[src/hdl/i64dec_pkg.sv]
`timescale 1ns / 1ps
// ----------------------------------------------------------------------------
// i64dec_pkg
// Shared types, constants and the binary to BCD step function for the
// signed 64-bit integer to decimal text converter.
// ----------------------------------------------------------------------------
package i64dec_pkg;

	localparam int ValueW       = 64;
	localparam int NumDigits    = 20;
	localparam int BcdW         = 4 * NumDigits;
	localparam int BitsPerStage = 8;
	localparam int DabbleStages = ValueW / BitsPerStage;
	localparam int NumStages    = DabbleStages + 1;
	localparam int CharW        = 6;
	localparam int IdxW         = 5;

	localparam logic [CharW-1:0] CharMinus = 6'd45;
	localparam logic [CharW-1:0] CharZero  = 6'd48;

	typedef struct packed {
		logic              neg;
		logic [BcdW-1:0]   bcd;
		logic [ValueW-1:0] mag;
	} stage_t;

	// Eight shift-and-add-3 steps of the double dabble conversion.
	function automatic stage_t dabble_stage(stage_t d);
		stage_t r;
		r = d;
		for (int k = 0; k < BitsPerStage; k++) begin
			for (int g = 0; g < NumDigits; g++) begin
				if (r.bcd[g*4 +: 4] >= 4'd5) begin
					r.bcd[g*4 +: 4] = r.bcd[g*4 +: 4] + 4'd3;
				end
			end
			r.bcd = {r.bcd[BcdW-2:0], r.mag[ValueW-1]};
			r.mag = {r.mag[ValueW-2:0], 1'b0};
		end
		return r;
	endfunction

endpackage

[src/hdl/int64_to_decimal_ascii_unit.sv]
`timescale 1ns / 1ps
// ----------------------------------------------------------------------------
// int64_to_decimal_ascii_unit
// Converts signed 64-bit integers into decimal ASCII text, one character
// per output word, most significant character first.
// ----------------------------------------------------------------------------
// The input channel (value_valid, value_ready, value) takes one signed
// 64-bit integer per word. The output channel (char_valid, char_ready,
// character, is_last) gives one ASCII character per word: a leading '-'
// for negative numbers, then the digits without leading zeros. The last
// character of each number has is_last set.
// A number passes a negation stage and eight double dabble stages of eight
// bits each, then a character serializer.
// The serializer sends one character per cycle while char_ready stays high,
// and loads the next number only once the last character of the current
// number has been sent; this sets the sustained rate. Up to nine
// numbers wait in the conversion stages behind it.
// When the receiver holds char_ready low, the output word holds, no further
// character is sent, full conversion stages stop, and no word is lost.
// Reset clears all valid flags and the serializer; both channels are empty.
// ----------------------------------------------------------------------------
module int64_to_decimal_ascii_unit (
	input  logic                            clk,
	input  logic                            arst_n,
	input  logic                            value_valid,
	output logic                            value_ready,
	input  logic [i64dec_pkg::ValueW-1:0]   value,
	output logic                            char_valid,
	input  logic                            char_ready,
	output logic [i64dec_pkg::CharW-1:0]    character,
	output logic                            is_last
);

	localparam int NS = i64dec_pkg::NumStages;

	i64dec_pkg::stage_t                 data_s [NS];
	logic [NS-1:0]                      vld_s;
	logic [NS:0]                        advance;
	i64dec_pkg::stage_t                 entry;

	logic                               active_q;
	logic                               minus_q;
	logic [i64dec_pkg::BcdW-1:0]        digits_q;
	logic [i64dec_pkg::IdxW-1:0]        idx_q;
	logic                               out_valid_q;
	logic [i64dec_pkg::CharW-1:0]       char_q;
	logic                               last_q;

	logic                               load;
	logic                               emit;
	logic [i64dec_pkg::IdxW-1:0]        msd;
	logic [3:0]                         cur_digit;

	always_comb begin
		entry.neg = value[i64dec_pkg::ValueW-1];
		entry.mag = value[i64dec_pkg::ValueW-1] ? (~value + 64'd1) : value;
		entry.bcd = '0;
	end

	always_comb begin
		advance[NS] = !active_q;
		for (int i = NS - 1; i >= 0; i--) begin
			advance[i] = !vld_s[i] || advance[i+1];
		end
	end

	assign value_ready = advance[0];

	always_ff @(posedge clk or negedge arst_n) begin
		if (!arst_n) begin
			vld_s[0] <= 1'b0;
		end else if (advance[0]) begin
			vld_s[0] <= value_valid;
		end
	end

	always_ff @(posedge clk) begin
		if (advance[0] && value_valid) begin
			data_s[0] <= entry;
		end
	end

	for (genvar s = 1; s < NS; s++) begin : g_stage
		always_ff @(posedge clk or negedge arst_n) begin
			if (!arst_n) begin
				vld_s[s] <= 1'b0;
			end else if (advance[s]) begin
				vld_s[s] <= vld_s[s-1];
			end
		end

		always_ff @(posedge clk) begin
			if (advance[s] && vld_s[s-1]) begin
				data_s[s] <= i64dec_pkg::dabble_stage(data_s[s-1]);
			end
		end
	end

	always_comb begin
		msd = '0;
		for (int g = 0; g < i64dec_pkg::NumDigits; g++) begin
			if (data_s[NS-1].bcd[g*4 +: 4] != 4'd0) begin
				msd = i64dec_pkg::IdxW'(g);
			end
		end
	end

	assign load      = vld_s[NS-1] && !active_q;
	assign emit      = active_q && (!out_valid_q || char_ready);
	assign cur_digit = digits_q[idx_q*4 +: 4];

	always_ff @(posedge clk or negedge arst_n) begin
		if (!arst_n) begin
			active_q    <= 1'b0;
			minus_q     <= 1'b0;
			idx_q       <= '0;
			out_valid_q <= 1'b0;
		end else begin
			if (load) begin
				active_q <= 1'b1;
				minus_q  <= data_s[NS-1].neg;
				idx_q    <= msd;
			end else if (emit) begin
				if (minus_q) begin
					minus_q <= 1'b0;
				end else if (idx_q == '0) begin
					active_q <= 1'b0;
				end else begin
					idx_q <= idx_q - 1'b1;
				end
			end
			if (emit) begin
				out_valid_q <= 1'b1;
			end else if (char_ready) begin
				out_valid_q <= 1'b0;
			end
		end
	end

	always_ff @(posedge clk) begin
		if (load) begin
			digits_q <= data_s[NS-1].bcd;
		end
		if (emit) begin
			if (minus_q) begin
				char_q <= i64dec_pkg::CharMinus;
				last_q <= 1'b0;
			end else begin
				char_q <= i64dec_pkg::CharZero + {2'b00, cur_digit};
				last_q <= (idx_q == '0);
			end
		end
	end

	assign char_valid = out_valid_q;
	assign character  = char_q;
	assign is_last    = last_q;

endmodule
[config.mk]
export PLATFORM = sky130hd
export DESIGN_NAME = int64_to_decimal_ascii_unit
export DESIGN_NICKNAME = d
export VERILOG_FILES = /design/src/hdl/i64dec_pkg.sv /design/src/hdl/int64_to_decimal_ascii_unit.sv
export SDC_FILE = /design/constraint.sdc
export NUM_CORES = 2
export LEC_CHECK = 0
export BUFFER_PORTS_ARGS = -buffer_cell sky130_fd_sc_hd__buf_2
export CORE_UTILIZATION = 57
export DETAILED_ROUTE_END_ITERATION = 16
export PLACE_DENSITY = 0.81
export SKIP_LAST_GASP = 1
export SLEW_MARGIN = 20
export SYNTH_ARGS = -nofsm -noshare
export SYNTH_HDL_FRONTEND = slang
export SYNTH_SLANG_ARGS = --single-unit
[constraint.sdc]
create_clock -name clk -period 7 [get_ports clk]
set_input_delay 2.1 -clock clk [delete_from_list [all_inputs] [get_ports clk]]
set_output_delay 2.1 -clock clk [all_outputs]
set_load 0.02 [all_outputs]
Word level (Yosys, flattened, before mapping)

Memories as Yosys holds them, arrays and structs flattened.
Index checks and enable logic that the tools add are counted.

Register bits after elaboration: 104
RAM bits: 1,305
Output and inout port bits: 9
Word-level logic and storage cells: 5,251
Memories kept: 1

Memory list:

| memory | depth | bits a word | rd ports | clocked after memory_dff | write ports | RTL line                          | source |
|---|---|---|---|---|---|---|---|
| data_s | 9     | 145         | 9        | 0                        | 9           | int64_to_decimal_ascii_unit.sv:36 | `i64dec_pkg::stage_t data_s [NS];` |

Add/subtract/negate cells: 1,283
Magnitude comparators: 1,280
Equal/unequal tests: 2
Shift-type cells: 1
Muxes and demuxes: 2,610
Bitwise logic cells: 1
Reduce and logical (&&, ||, !) cells: 57

Operators with widths:

| operator                                                           | number |
|---|---|
| two-way mux 4 bit                                                  | 2,432 |
| greater-or-equal comparator 4 x 3 -> 1 bit (second input constant) | 1,280 |
| adder 4 x 2 -> 4 bit (second input constant)                       | 1,216 |
| two-way mux 3 bit                                                  | 128 |
| adder 3 x 2 -> 3 bit (second input constant)                       | 64 |
| two-way mux 5 bit                                                  | 22 |
| variable part select 80 x 8 -> 4 bit                               | 1 |
| nonzero test 4 bit                                                 | 19 |
| adder 64 x 1 -> 64 bit (second input constant)                     | 1 |
| two-way mux 64 bit                                                 | 1 |
| inverter 64 bit                                                    | 1 |
| two-way mux 1 bit                                                  | 27 |
| logical AND 1 bit                                                  | 11 |
| logical NOT 1 bit                                                  | 11 |
| logical OR 1 bit                                                   | 10 |
| adder 5 x 5 -> 6 bit (first input constant)                        | 1 |
| AND reduction 3 bit                                                | 2 |
| nonzero test 2 bit                                                 | 3 |
| logical NOT 5 bit                                                  | 1 |
| subtractor 5 x 1 -> 5 bit (second input constant)                  | 1 |
| != test 2 x 1 -> 1 bit (second input constant)                     | 1 |
| != test 2 bit (second input constant)                              | 1 |

Depth between registers and ports, before layout

Depth after elaboration: 32
Depth in mapped cells: 38
Mapped depth without buffers: 37

Least setup slack after synthesis

Ideal clock, no wire load.

Kind: reg-to-reg
Start point: register active_q
End point: memory data_s[0][1224] (netlist name), enable pin
Library setup time: 0.644 ns
Arrival: 6.330 ns
Path slack: 0.026 ns
Cell stages (with the launch flop): 2
Buffers on the path: 0
Clock period less this slack: 6.974 ns
Path through: dfrtp_1 -> a21boi_0

RTL lines:

| element                  | RTL line                           | source |
|---|---|---|
| start: declaration       | int64_to_decimal_ascii_unit.sv:41  | `logic active_q;` |
| start signal: assignment | int64_to_decimal_ascii_unit.sv:114 | `active_q <= 1'b0;` |
| start signal: assignment | int64_to_decimal_ascii_unit.sv:120 | `active_q <= 1'b1;` |
| start signal: assignment | int64_to_decimal_ascii_unit.sv:127 | `active_q <= 1'b0;` |
| end: declaration         | int64_to_decimal_ascii_unit.sv:36  |  |

==> impl_metrics.env <==
export IMPL_setup_viol=0
export IMPL_rrSetupSlack_ps=200
export IMPL_std_cell_rows=153
export IMPL_cts_buffer_depth=3
export IMPL_antenna_found_initial=5
export IMPL_die_y_um=421.7
export IMPL_ys_ff_latch=774
export IMPL_drc=0
export IMPL_cts_root_buf="clkbuf_16"
export IMPL_htreeDepth=3
export IMPL_grt_max_degree=82
export IMPL_relSlewSlack_pct=26.32
export IMPL_num_fill_cells=14000
export IMPL_route_vias_total=95050
export IMPL_seq_area_um2=23160
export IMPL_async_reset_ff_share_pct=2.196
export IMPL_netlist_area_um2=100400
export IMPL_min_period_over_period_pct=97.20
export IMPL_drv_slew=0
export IMPL_tightest_slew_ps=1105
export IMPL_die_area_um2=177900
export IMPL_rr_endpoint="data_s[0][1133]$_DFFE_PP_"
export IMPL_cts_tree="built"
export IMPL_holdPathStages=0
export IMPL_fin_area_um2=110800
export IMPL_worstPathRequired_ps=7470
export IMPL_yosys_warnings=0
export IMPL_yosys_top_cells_area="edfxtp_1, ha_1, a21oi_1"
export IMPL_io_pins=77
export IMPL_hold_start="data_s[0][476]$_DFFE_PP_"
export IMPL_clkLatencyLatePin_ps=760
export IMPL_worstSetupStartpointType="flip-flop"
export IMPL_drtAntennaViolNets=0
export IMPL_globalplace_congestion=0.8668
export IMPL_first_global_vias=87180
export IMPL_routed_wl_um=224400
export IMPL_synth_edf_count=757
export IMPL_cts_sinks=774
export IMPL_nNetsFinal=13360
export IMPL_yosys_area_top_type="edfxtp_1"
export IMPL_synth_distinct_cells=157
export IMPL_cp_max_fo=5
export IMPL_netlist_area_leader_share_pct=22.64
export IMPL_rsz0062_at_grt="yes"
export IMPL_start_util_pct=57.58
export IMPL_core_um2=174400
export IMPL_overflow=0
export IMPL_critPathArrivalTime_ps=7280
export IMPL_fmax_mhz=147.0
export IMPL_hold_viol=0
export IMPL_status="finished, final reports clean"
export IMPL_hold_ws_ps=407.6
export IMPL_finalCriticalPeriod_ps=6804
export IMPL_synth_most_common_cell="nor2_1"
export IMPL_multi_input_area_um2=75700
export IMPL_viasPerCell=6.284
export IMPL_io_buffers=75
export IMPL_post_drt_wl_per_cell_um=14.84
export IMPL_synthesis_instances=12530
export IMPL_dr_pass1_iters=6
export IMPL_die_width_um=421.7
export IMPL_synth_cells_most_frequent="nor2_1, nand2_1, a21oi_1"
export IMPL_fin_tns_setup_ps=0
export IMPL_hold_end="data_s[0][629]$_DFFE_PP_"
export IMPL_ys_flop_type="edfxtp_1"
export IMPL_cap_violations=0
export IMPL_clock_skew_ps=48.08
export IMPL_cts_hold_buf=0
export IMPL_reg2reg_depth=35
export IMPL_crit_type="reg -> reg"
export IMPL_cts_clk_slew_worst_paths_ps=60
export IMPL_cp_slowest_cell="or4b_1"
export IMPL_yosysSeqAreaShare_pct=23.06
export IMPL_drt_initial_drc_count=6195
export IMPL_critPathMaxStageDelay_ps=530
export IMPL_area_growth_pct=10.34
export IMPL_r2r_start="data_s[0][986]$_DFFE_PP_"
export IMPL_post_dp_cell_area_um2=103800
export IMPL_syn_avg_cell_area_um2=8.015
export IMPL_cp_end_kind="flip-flop"
export IMPL_hold_class="reg -> reg"
export IMPL_drive_gt1_share_pct=15.71
export IMPL_grt_first_pass_wirelength_um=373000
export IMPL_syn_nets=13170
export IMPL_dp_hpwl_um=165600
export IMPL_cts_buffers=90
export IMPL_grt_usage_pct=23.03
## kinds of logic (layout without fill, tap and decap cells)
logic type      Yosys count  in the layout  share of synthesized area, %
buf+inv                1161           1427                         4.460
other cells               1              6                      0.003734
simple gates           4077           4077                         19.86
compound gates         4607           4607                         31.39
mux                     690            690                         7.645
fa+ha+maj               601            601                         7.423
xor+xnor                618            618                         6.157
flops                   774            774                         23.06
## cell type report
type	count	area share [%]
Antenna cell	5	0.01129
Sequential cell	774	20.90
Multi-Input combinational cell	10590	68.31
Inverter	875	2.964
Clock inverter	65	0.6617
Clock buffer	100	2.066
Timing Repair Buffer	387	2.459
Tap cell	2325	2.625
## worst max path at each step
stage	startpoint	cells after the start	slack [ps]	to
global route	data_s[0][664]$_DFFE_PP_	32	-160	data_s[0][817]$_DFFE_PP_
CTS	data_s[0][1107]$_DFFE_PP_	29	3	data_s[0][1260]$_DFFE_PP_
finish	data_s[0][986]$_DFFE_PP_	35	200	data_s[0][1133]$_DFFE_PP_
detailed placement	data_s[0][213]$_DFFE_PP_	35	-190	data_s[0][372]$_DFFE_PP_
global placement	data_s[0][986]$_DFFE_PP_	35	150	data_s[0][1133]$_DFFE_PP_
floorplan	active_q$_DFFE_PN0P_	1	30	data_s[0][1224]$_DFFE_PP_
## stage by stage
stage | utilization (%) | cells | setup WS [ps]
6_report | 63.54 | 15130 | 196.1
5_1_grt | 63.54 | 15130 | -161.1
4_1_cts | 61.31 | 14980 | 2.570
3_5_place_dp | 59.51 | 14810 | -187.6
3_3_place_gp | 59.51 | 14810 | 147.6
2_1_floorplan | - | 12530 | 26.02
## worst max-delay path: cells and delay by family (launching register included)
kind / cells / cell delay (ps)
buffers and inverters: 8 / 830
XOR/XNOR: 1 / 170
adder cells (fa/ha/maj): 6 / 1220
flip-flops: 1 / 450
AO/OA/AOI/OAI: 14 / 2800
AND/OR/NAND/NOR: 5 / 880
multiplexers: 1 / 200
## state kept, by name, summed over array words and instances, names as in the netlist
| signal | cells |
|---|---|
| is_last | 1 |
| character | 5 |
| data_s | 671 |
| char_valid | 1 |
| active_q | 1 |
| digits_q | 80 |
| vld_s | 9 |
| idx_q | 5 |
| minus_q | 1 |
## timing repair
action / in CTS / in global routing
setup endpoints to repair: 18 / 306
hold endpoints to repair: 0 / 0
resized for setup: 12 / 560
pin swaps: 4 / 87
buffers inserted: 6 / 143
## placed cells by master (no fill, tap or decap), types with 259 or more instances in the layout
cell	count
ha_1	557
nand3_1	267
o21ai_0	855
a21oi_1	883
mux2_2	259
nor2_1	1063
nand2b_1	286
mux2i_1	334
xnor2_1	341
buf_4	312
nor3_1	282
inv_1	814
edfxtp_1	757
nand2_1	1067
## routing by layer
metal,GRT usage (%),part of all wire [%]
met3,2.396,3.4
met1,27.58,43
met5,0,0
met4,6.194,1.9
met2,43.20,52
Power is not shown: default switching activity piles up to over one toggle a cycle in this logic, so the estimate is an artifact.
